### src/hw/rtl/rau_pkg.sv
// package for the rational arithmetic unit: types, codes and constants
`default_nettype none
package rau_pkg;
    localparam int unsigned NumWidthDefault = 32;
    localparam int unsigned DenWidthDefault = 32;
    localparam int unsigned MagWidth        = 64;
    localparam int unsigned CntWidth        = 7;

    typedef enum logic [1:0] {
        ACT_ADD = 2'd0,
        ACT_SUB = 2'd1,
        ACT_MUL = 2'd2,
        ACT_DIV = 2'd3
    } t_action;

    typedef enum logic [1:0] {
        ST_OK       = 2'd0,
        ST_ZERO_DEN = 2'd1,
        ST_OVERFLOW = 2'd2
    } t_status;

    typedef struct packed {
        logic [1:0]  action;
        logic [31:0] a_num;
        logic [31:0] a_den;
        logic [31:0] b_num;
        logic [31:0] b_den;
    } t_in_item;

    typedef struct packed {
        logic [63:0] res_num;
        logic [63:0] res_den;
        logic [1:0]  status;
    } t_out_item;

    // controller to datapath
    typedef struct packed {
        logic load;     // capture operands, split signs
        logic mul0;     // first product pair
        logic mul1;     // second product pair
        logic combine;  // sum / sign, set up gcd
        logic div_init; // start one long division
        logic div_step; // one quotient bit
        logic div_sel;  // 0 gcd remainder, 1 reduce numerator/denominator
        logic gcd_next; // move y to x and the remainder into y
        logic red_num;  // store reduced numerator, load denominator as next dividend
        logic finish;   // form output
    } t_dp_cmd;

    // datapath to controller
    typedef struct packed {
        logic bad;      // zero denominator or divide by zero
        logic zero;     // exact result zero
        logic y_zero;   // gcd remainder is zero
    } t_dp_sts;
endpackage
`default_nettype wire

### src/hw/rtl/rau_ctrl.sv
// controller: sequences products, gcd remainders and the two reductions
`default_nettype none
module rau_ctrl
    import rau_pkg::*;
(
    input  wire logic     i_clk,
    input  wire logic     i_rst_n,
    input  wire logic     i_in_valid,
    output logic          o_in_ready,
    output logic          o_out_valid,
    input  wire logic     i_out_ready,
    input  wire t_dp_sts  i_sts,
    output t_dp_cmd       o_cmd
);
    typedef enum logic [9:0] {
        S_IDLE  = 10'b00_0000_0001,
        S_MUL0  = 10'b00_0000_0010,
        S_MUL1  = 10'b00_0000_0100,
        S_COMB  = 10'b00_0000_1000,
        S_GTEST = 10'b00_0001_0000,
        S_GDIV  = 10'b00_0010_0000,
        S_RNUM  = 10'b00_0100_0000,
        S_RDEN  = 10'b00_1000_0000,
        S_FIN   = 10'b01_0000_0000,
        S_OUT   = 10'b10_0000_0000
    } t_state;

    t_state r_state, n_state;
    logic [CntWidth-1:0] r_cnt, n_cnt;
    logic r_pass, n_pass;   // 0 numerator reduction, 1 denominator

    always_comb begin
        n_state = r_state;
        n_cnt   = r_cnt;
        n_pass  = r_pass;
        o_cmd   = '0;
        o_in_ready  = 1'b0;
        o_out_valid = 1'b0;
        unique case (r_state)
            S_IDLE: begin
                o_in_ready = 1'b1;
                if (i_in_valid) begin
                    o_cmd.load = 1'b1;
                    n_state    = S_MUL0;
                end
            end
            S_MUL0: begin
                o_cmd.mul0 = 1'b1;
                n_state    = i_sts.bad ? S_FIN : S_MUL1;
            end
            S_MUL1: begin
                o_cmd.mul1 = 1'b1;
                n_state    = S_COMB;
            end
            S_COMB: begin
                o_cmd.combine = 1'b1;
                n_state       = S_GTEST;
            end
            S_GTEST: begin
                if (i_sts.zero) begin
                    n_state = S_FIN;
                end else if (i_sts.y_zero) begin
                    o_cmd.div_init = 1'b1;
                    o_cmd.div_sel  = 1'b1;
                    n_cnt   = '0;
                    n_pass  = 1'b0;
                    n_state = S_RNUM;
                end else begin
                    o_cmd.div_init = 1'b1;
                    n_cnt   = '0;
                    n_state = S_GDIV;
                end
            end
            S_GDIV: begin
                o_cmd.div_step = 1'b1;
                n_cnt = r_cnt + 1'b1;
                if (r_cnt == CntWidth'(63)) n_state = S_GTEST;
            end
            S_RNUM: begin
                o_cmd.div_step = 1'b1;
                n_cnt = r_cnt + 1'b1;
                if (r_cnt == CntWidth'(63)) n_state = S_RDEN;
            end
            S_RDEN: begin
                if (!r_pass) begin
                    o_cmd.red_num = 1'b1;
                    n_pass  = 1'b1;
                    n_state = S_RDEN;
                end else begin
                    o_cmd.div_init = 1'b1;
                    o_cmd.div_sel  = 1'b1;
                    n_cnt   = '0;
                    n_state = S_FIN;
                end
            end
            S_FIN: begin
                if (r_pass && !i_sts.bad && !i_sts.zero) begin
                    o_cmd.div_step = 1'b1;
                    n_cnt = r_cnt + 1'b1;
                    if (r_cnt == CntWidth'(63)) n_pass = 1'b0;
                end else begin
                    o_cmd.finish = 1'b1;
                    n_state = S_OUT;
                end
            end
            S_OUT: begin
                o_out_valid = 1'b1;
                if (i_out_ready) n_state = S_IDLE;
            end
            default: n_state = S_IDLE;
        endcase
        if (r_state == S_GDIV && r_cnt == CntWidth'(63)) o_cmd.gcd_next = 1'b1;
    end

    always_ff @(posedge i_clk) begin
        if (!i_rst_n) begin
            r_state <= S_IDLE;
            r_cnt   <= '0;
            r_pass  <= 1'b0;
        end else begin
            r_state <= n_state;
            r_cnt   <= n_cnt;
            r_pass  <= n_pass;
        end
    end
endmodule
`default_nettype wire
### config.mk
export PLATFORM = sky130hd
export DESIGN_NAME = rau_ctrl
export DESIGN_NICKNAME = d
export VERILOG_FILES = /design/src/hw/rtl/rau_pkg.sv /design/src/hw/rtl/rau_ctrl.sv
export SDC_FILE = /design/constraint.sdc
export NUM_CORES = 1
export LEC_CHECK = 0
export ABC_CLOCK_PERIOD_IN_PS = 4500
export BUFFER_PORTS_ARGS = -buffer_cell sky130_fd_sc_hd__buf_2
export CORE_MARGIN = 3
export CORE_UTILIZATION = 45
export CTS_CLUSTER_DIAMETER = 50
export DETAILED_ROUTE_END_ITERATION = 6
export GPL_TIMING_DRIVEN = 0
export MAX_ROUTING_LAYER = met4
export PLACE_DENSITY = 0.66
export SLEW_MARGIN = 15
export SYNTH_ARGS = -nofsm -noshare
export SYNTH_HDL_FRONTEND = slang
export SYNTH_SLANG_ARGS = --single-unit
### constraint.sdc
create_clock -name i_clk -period 4.5 [get_ports i_clk]
set_clock_uncertainty 0.05 [all_clocks]
set_input_delay 0.675 -clock i_clk [delete_from_list [all_inputs] [get_ports i_clk]]
set_output_delay 0.675 -clock i_clk [all_outputs]
set_load 0.02 [all_outputs]
==> results of run 1 <==
layer usage:
metal / track usage, % / share of wire [%] / vias up
met1: 28.92 / 47 / 579
li1: - / - / 629
met3: 2.673 / 7.5 / 2
met2: 28.87 / 45 / 45
met5: - / 0 / -
met4: 6.954 / 0.55 / 0
cells in the final DEF (no fill, tap or decap), types with 2 or more instances in the layout:
| cell type | n |
|---|---|
| o21ai_0 | 10 |
| nor3b_1 | 3 |
| nor4_1 | 5 |
| clkbuf_4 | 3 |
| nand4_1 | 6 |
| nand2b_1 | 5 |
| clkbuf_1 | 4 |
| nor3_1 | 5 |
| a41oi_1 | 3 |
| nor2b_1 | 2 |
| buf_2 | 23 |
| xor2_1 | 4 |
| nor2_1 | 14 |
| a21oi_1 | 9 |
| nor4b_1 | 6 |
| nand2_1 | 11 |
| nand3_1 | 10 |
| or2_2 | 2 |
| a311oi_1 | 5 |
| dfxtp_1 | 18 |
flip-flops by register name, summed over array words and instances, names as in the netlist:
register	count
r_cnt	7
r_pass	1
r_state	10
cell families (layout without fill, tap and decap cells):
| logic type | after synthesis | count (layout) | share of synthesized area [%] |
|---|---|---|---|
| AOI/OAI and AO/OA | 39 | 39 | 22.24 |
| xor gates and xnor gates | 5 | 5 | 3.619 |
| adders and majority gates | 1 | 1 | 1.034 |
| buffers and inverters | 12 | 34 | 4.549 |
| DFF | 18 | 18 | 29.78 |
| muxes | 1 | 1 | 0.8273 |
| and+or+nand+nor | 78 | 78 | 37.95 |
final timing paths:
kind         startpoint    endpoint  slack [ns]  cells after the start
max          r_state[4]    o_cmd[3]        1.53                      7
min            r_cnt[5]    r_cnt[5]        0.44                      1
max reg2reg  r_state[9]  r_state[8]        2.37                      6
min reg2reg    r_cnt[5]    r_cnt[5]        0.44                      1
power breakdown:
part	internal (uW)	leakage, uW	switching (uW)
clock network	49.3	0.0000210	55.1
logic	81.5	0.000366	132
registers	170	0.000146	2.35
area by class of cell:
cell class | instances | area share (%)
multi-input cells | 124 | 57.83
flip-flops and latches | 18 | 26.23
repair buffers | 18 | 6.557
plain buffers | 10 | 3.461
well taps | 30 | 2.732
clock buffers | 4 | 2.641
inverters | 2 | 0.5464
metrics by stage:
| stage | util [%] | worst slack [ns] |
|---|---|---|
| global route | 54.46 | 1.421 |
| detailed placement | 53.03 | 1.918 |
| floorplan | - | 1.964 |
| finish | 54.46 | 1.532 |
| global placement | 53.03 | 1.957 |
| CTS | 54.46 | 1.561 |
Yosys cell counts (2+ instances only):
master	instances	area, um^2
a311oi_1	5	43.79
nor4b_1	6	52.55
nor2_1	14	52.55
nand3_1	10	50.05
buf_2	5	25.02
nand2b_1	5	31.28
nand2_1	11	41.29
nor3b_1	3	22.52
nor4_1	5	31.28
nor3_1	5	25.02
a41oi_1	3	26.28
or2_2	2	12.51
nand4_1	6	37.54
nor2b_1	2	12.51
clkbuf_1	4	15.01
xor2_1	4	35.03
dfxtp_1	18	360.4
o21ai_0	10	50.05
a21oi_1	9	45.04
worst max-delay path, stage by stage (launching register included):
cell,delay (ns)
dfxtp_1,0.32
clkbuf_1,0.21
or2_2,0.34
nor4_1,0.19
nand4_1,0.29
or2_2,0.38
nand2_1,0.06
buf_2,0.15
==> impl_metrics.toml, run 1 <==
[status]
status = "complete, no violations"

[critical_path]
cp-start-kind = "flip-flop"
cp.required_ns = 3.77
cp.arrival_ns = 2.24
cp_max_fo = 10
path_class = "flip-flop to output port"
end_kind = "output port"

[routing]
wirelength_um = 3106
ant_nets = 0
dr.pass1.iters = 4
drtIter0Drc = 65
drc_errors = 0
vias = 1255
avgViaCountPerCell = 6.092
wl_per_cell_um = 15.08

[timing]
tightestPinTransition_ns = 0.4737
clock.fmax_mhz = 336.9
min_period_ns = 2.968
max-slew-margin-rel_pct = 67.98
setup_viol_count_final = 0
hold_viol_final = 0
slew_viol_final = 0
timing.setup.tns_ns = 0
finalCritPeriodShare_pct = 65.96
rsz0062_at_grt = "no"
timing.hold.ws_ns = 0.4408

[power]
p_leak_uw = 0.0005331
p_total_uw = 490.2
p_per_area_nw_per_um2 = 356.8
irDropWorstVdd_v = 0.0002940

[cells_and_area]
insertedDiodeCount = 0
seq_area_um2 = 360.3
fin_nets = 185
final-instance-count-excl-fill = 206
area_growth_pct = 13.55
multi_input_area_um2 = 794.5
drive_gt1_share_pct = 21.02
fillers = 264
final_area_um2 = 1374

[floorplanning]
die_h_um = 57.85
die-area_um2 = 3347
coreArea_um2 = 2522
initial_core_util_pct = 47.97
num_io_pins = 19
row_count = 18
dieWidth_um = 57.85

[global_route]
grt_antenna_before_repair = 0
grt_pass1_vias = 1116
grtUsageTotal_pct = 20.15
gr-total-overflow = 0
grt_max_degree = 11
grt_pass1_wl_um = 5181

[yosys]
synthFlopType = "dfxtp_1"
synthArstFlopShare_pct = 0
syn_area_um2 = 1210
ys_seq_elements = 18
synth_edf_count = 0
yosysWarnings = 0
synth_nets = 162
synth_seq_area_share_pct = 29.78
netlist_instances = 154
synthDistinctLibCells = 46
syn_avg_cell_area_um2 = 7.857

[cts]
clk_latency_ns = 0.30
cts_resized = 0
cts_root_buf = "clkbuf_4"
htreeDepth = 1
clk_pin_slew_worst_paths_ns = 0.12
cts_tree = "built"
cts_buffers = 3
postCtsSetupBuffers = 0
cts_sinks = 18
cts_hold_buf = 0
clockBufferDepth = 2

[placement]
placed_cell_area_um2 = 1338
dp_hpwl_um = 2292
io_buffer_count = 18
gp_congestion = 0.8634
dp_cells = 202

[job]
drv_cap = 0

[worst_hold_path]
hp-class = "flip-flop to flip-flop"
Power figures use the tool's default switching activity.
==> run 2: changes to the inputs <==
--- a/config.mk
+++ b/config.mk
@@ -5,7 +5,7 @@
 export SDC_FILE = /design/constraint.sdc
 export NUM_CORES = 1
 export LEC_CHECK = 0
-export ABC_CLOCK_PERIOD_IN_PS = 4500
+export ABC_CLOCK_PERIOD_IN_PS = 2400
 export BUFFER_PORTS_ARGS = -buffer_cell sky130_fd_sc_hd__buf_2
 export CORE_MARGIN = 3
 export CORE_UTILIZATION = 45
@@ -13,7 +13,7 @@
 export DETAILED_ROUTE_END_ITERATION = 6
 export GPL_TIMING_DRIVEN = 0
 export MAX_ROUTING_LAYER = met4
-export PLACE_DENSITY = 0.66
+export PLACE_DENSITY = 0.68
 export SLEW_MARGIN = 15
 export SYNTH_ARGS = -nofsm -noshare
 export SYNTH_HDL_FRONTEND = slang
==> constraint.sdc (replaced) <==
create_clock -name i_clk -period 2.4 [get_ports i_clk]
set_clock_uncertainty 0.05 [all_clocks]
set_input_delay 0.36 -clock i_clk [delete_from_list [all_inputs] [get_ports i_clk]]
set_output_delay 0.36 -clock i_clk [all_outputs]
set_load 0.02 [all_outputs]
==> impl_metrics.toml, run 2 (synthesis gave the netlist of run 1 again) <==
[floorplanning]
die_h_um = 57.85
initial_core_util_pct = 47.97
die-area_um2 = 3347
num_io_pins = 19
row_count = 18
dieWidth_um = 57.85
coreArea_um2 = 2522

[routing]
ant_nets = 0
avgViaCountPerCell = 6.185
wl_per_cell_um = 15.95
wirelength_um = 3269
vias = 1268
dr.pass1.iters = 4
drc_errors = 0
drtIter0Drc = 46

[cells_and_area]
utilization_pct = 60.37
drive_gt1_share_pct = 34.29
fin_nets = 184
largest-register = "r_state"
reg.largest.list = "r_state: 10 flops, r_cnt: 7 flops, r_pass: 1 flops"
largest_reg_flops = 10
final_common_cell = "buf_2"
insertedDiodeCount = 0
area_growth_pct = 25.85
final_cell_mix = "buf_2, dfxtp_1, nor2_1"

[global_route]
grt_pass1_wl_um = 5478
grt_antenna_before_repair = 0
gr-total-overflow = 0
grtUsageTotal_pct = 21.32
grt_pass1_vias = 1195
grt_max_degree = 11

[cts]
htreeDepth = 1
cts_tree = "built"
cts_hold_buf = 0
cts_buffers = 3
clockBufferDepth = 2
clk_pin_slew_worst_paths_ns = 0.11
cts_root_buf = "clkbuf_4"
cts_sinks = 18
clk_latency_ns = 0.30

[timing]
min_period_ns = 2.305
slew_viol_final = 0
max-slew-margin-rel_pct = 72.32
timing.hold.ws_ns = 0.2091
setup_slack_ns = 0.09455
hold_viol_final = 0
finalCritPeriodShare_pct = 96.06
timing.setup.tns_ns = 0
setup_viol_count_final = 0
clock.fmax_mhz = 433.8
tightestPinTransition_ns = 0.4136

[critical_path]
cp-start-kind = "flip-flop"
crit_top_cell = "buf_4"
critical_path_buf_inv_count = 3
max_stage_delay_ns = 0.35
crit_slowest_cell = "nor4_4"
path_class = "flip-flop to output port"
cp.required_ns = 1.99
path_delay_family = "simple AND/OR/NAND/NOR gates"
cp_max_fo = 7
reg2reg_slack_ns = 0.24
end_kind = "output port"
path_cells = "buf_8 -> nor4_4 -> buf_4 -> nand3_2 -> nor4bb_2 -> buf_4"
cp.arrival_ns = 1.90

[power]
p_total_uw = 1007
p_leak_uw = 0.0005802
p_per_area_nw_per_um2 = 661.5
irDropWorstVdd_v = 0.0004930

[worst_hold_path]
hp-class = "input port to flip-flop"

[placement]
io_buffer_count = 18
place_ws_ns = 0.09566
gp_congestion = 0.9076
dp_hpwl_um = 2338

[status]
status = "complete, no violations"

[job]
drv_cap = 0
run 2: report_power, final:
group / switching, uW / total [uW] / internal [uW]
Sequential: 33.7 / 355 / 321
Clock: 101 / 193 / 92.5
Combinational: 259 / 459 / 199
run 2: path summary, 6_finish.rpt:
check,from,to,cells after the start
worst max-delay path,r_state[0],o_cmd[2],6
worst min-delay path,i_sts[2],r_state[2],2
worst max register to register,r_state[0],r_cnt[1],7
worst min register to register,r_cnt[5],r_cnt[5],1
run 2: final cells by class:
| type | instances | area, um^2 |
|---|---|---|
| fill | 235 | 999.7 |
| inverter | 2 | 7.507 |
| clock buffer | 4 | 36.28 |
| sequential | 18 | 370.4 |
| buffer | 5 | 37.54 |
| tap | 30 | 37.54 |
| multi-input combinational | 124 | 908.4 |
| timing repair buffer | 22 | 125.1 |
run 2: routing by layer:
metal / GRT usage (%) / routed length, um / vias to the layer above
li1: - / - / 625
met1: 28.16 / 1618 / 608
met2: 33.06 / 1450 / 28
met3: 2.673 / 148 / 7
met4: 8.278 / 51 / 0
met5: - / 0 / -
run 2: timing repair:
| action | CTS | global route |
|---|---|---|
| pin swaps | 2 | 4 |
| endpoints found under the setup margin | 5 | 11 |
| resized for setup | 5 | 33 |
| cloned | 0 | 0 |
| buffers inserted | 2 | 2 |
run 2: stage by stage:
stage	area, um^2	std cells
final	1523	205
after global routing	1523	205
after CTS	1410	207
after detailed placement	1338	202
after global placement	1338	202
after floorplan	1210	154
==> run 3: changes to the inputs <==
--- a/config.mk
+++ b/config.mk
@@ -5,15 +5,16 @@
 export SDC_FILE = /design/constraint.sdc
 export NUM_CORES = 1
 export LEC_CHECK = 0
-export ABC_CLOCK_PERIOD_IN_PS = 2400
+export ABC_CLOCK_PERIOD_IN_PS = 2100
 export BUFFER_PORTS_ARGS = -buffer_cell sky130_fd_sc_hd__buf_2
-export CORE_MARGIN = 3
-export CORE_UTILIZATION = 45
+export CELL_PAD_IN_SITES_DETAIL_PLACEMENT = 0
+export CELL_PAD_IN_SITES_GLOBAL_PLACEMENT = 2
+export CORE_UTILIZATION = 29
 export CTS_CLUSTER_DIAMETER = 50
 export DETAILED_ROUTE_END_ITERATION = 6
 export GPL_TIMING_DRIVEN = 0
 export MAX_ROUTING_LAYER = met4
-export PLACE_DENSITY = 0.68
+export PLACE_DENSITY = 0.74
 export SLEW_MARGIN = 15
 export SYNTH_ARGS = -nofsm -noshare
 export SYNTH_HDL_FRONTEND = slang
==> constraint.sdc (replaced) <==
create_clock -name i_clk -period 2.1 [get_ports i_clk]
set_clock_uncertainty 0.05 [all_clocks]
set_input_delay 0.315 -clock i_clk [delete_from_list [all_inputs] [get_ports i_clk]]
set_output_delay 0.315 -clock i_clk [all_outputs]
set_load 0.02 [all_outputs]
==> impl_metrics.toml, run 3 (synthesis gave the netlist of run 1 again) <==
[status]
status = "complete, no violations"

[critical_path]
reg2reg_slack_ns = 0.06
max_stage_delay_ns = 0.36
critical_path_buf_inv_count = 2
crit_slowest_cell = "dfxtp_4"
timing.rr.end = "r_cnt[1]"
cp-start-kind = "flip-flop"
worstReg2RegStart = "r_state[0]"
path_delay_family = "simple AND/OR/NAND/NOR gates"
cp.arrival_ns = 1.72
path_class = "flip-flop to output port"
crit_top_cell = "buf_4"
path_cells = "buf_4 -> nor2_1 -> nand3_4 -> nor4b_4 -> buf_4"
cp_max_fo = 8
cp.required_ns = 1.74
end_kind = "output port"
rr_worst_depth = 6

[timing]
setup_slack_ns = 0.01424
finalCritPeriodShare_pct = 99.32
timing.setup.tns_ns = 0
rsz0062_at_grt = "yes"
hold_viol_final = 0
max-slew-margin-rel_pct = 74.08
clock.fmax_mhz = 479.4
setup_viol_count_final = 0
min_period_ns = 2.086
slew_viol_final = 0
tightestPinTransition_ns = 0.3882

[routing]
dr.pass1.iters = 4
wirelength_um = 3945
maxUsedRoutingLayer = "met4"
dr_wl_met2_um = 1910
routed-wl-met3_um = 154
avgViaCountPerCell = 5.525
ant_nets = 0
drtIter0Drc = 62
vias = 1337
wl_met1_um = 1770
drc_errors = 0
wl_per_cell_um = 16.30

[floorplanning]
die_h_um = 66.59
die-area_um2 = 4434
dieWidth_um = 66.59
coreArea_um2 = 4000
row_count = 23
initial_core_util_pct = 30.25
num_io_pins = 19

[global_route]
gr-total-overflow = 0
grt_pass1_wl_um = 5989
grt_max_degree = 11
grt_antenna_before_repair = 0
grtUsageTotal_pct = 18.51
grt_pass1_vias = 1288

[cells_and_area]
area_growth_pct = 52.84
fin_nets = 201
insertedDiodeCount = 0
reg.largest.list = "r_state: 10 flops, r_cnt: 7 flops, r_pass: 1 flops"
drive_gt1_share_pct = 45.31
final_cell_mix = "buf_4, buf_2, nor2_1"
final_area_um2 = 1849
largest_reg_flops = 10
fillers = 388
largest-register = "r_state"
final_common_cell = "buf_4"

[placement]
gp_congestion = 0.7980
placed_cell_area_um2 = 1393
dp_hpwl_um = 2666
io_buffer_count = 18
place_ws_ns = -0.1018

[cts]
cts_sinks = 18
clockBufferDepth = 2
clk_pin_slew_worst_paths_ns = 0.07
cts_root_buf = "clkbuf_8"
htreeDepth = 1
cts_buffers = 3
clk_latency_ns = 0.26
cts_tree = "built"

[power]
p_per_area_nw_per_um2 = 734.0
irDropWorstVdd_v = 0.0003151
p_leak_uw = 0.0006568

[worst_hold_path]
hp-class = "input port to flip-flop"
whs_path_depth = 2
min-delay-start = "i_sts[2]"
hold_end = "r_state[2]"

[job]
drv_cap = 0
==> run 3: report_power, final <==
part           switching (uW)  internal, uW
clock network             132           167
logic                     357           294
registers                35.5           372
total                     524           834
==> run 3: through the flow <==
step                      hold WS, ns  power, uW  cells  utilization [%]
after floorplan                0.3368      748.3    154                -
after global placement         0.4130      854.8    222            34.81
after detailed placement       0.4214      863.0    222            34.81
after CTS                      0.2257       1280    235            41.76
after global routing           0.2226       1439    242            46.23
final                          0.2327       1357    242            46.23
==> run 3: worst max path at each step <==
| stage | start | endpoint | slack (ns) | depth (start not counted) |
|---|---|---|---|---|
| finish | r_state[2] | o_cmd[8] | 0.01 | 5 |
| global route | r_state[0] | o_cmd[3] | -0.08 | 6 |
| CTS | r_state[9] | o_cmd[0] | 0.003 | 5 |
| detailed placement | r_state[0] | o_cmd[3] | -0.10 | 7 |
| global placement | r_state[4] | o_cmd[3] | -0.13 | 7 |
| floorplan | r_state[5] | o_cmd[9] | 0.12 | 5 |
==> run 3: routing by layer <==
| metal | up-vias | global-route usage (%) |
|---|---|---|
| met5 | - | - |
| met4 | 0 | 9.309 |
| met3 | 11 | 3.082 |
| met2 | 38 | 30.56 |
| met1 | 630 | 21.52 |
| li1 | 658 | - |
==> run 3: final cells by class <==
type | instances | area, um^2 | share of cell area [%]
Multi-Input combinational cell | 124 | 1011 | 54.67
Buffer | 4 | 40.04 | 2.165
Timing Repair Buffer | 40 | 287.8 | 15.56
Tap cell | 50 | 62.56 | 3.383
Clock buffer | 4 | 55.05 | 2.977
Sequential cell | 18 | 385.4 | 20.84
Inverter | 2 | 7.507 | 0.4060
==> run 3: timing repair <==
action	CTS	global route
setup buffers	14	8
setup endpoints to repair	19	11
hold buffers	0	0
pin swaps	5	13
gates resized for setup	33	30
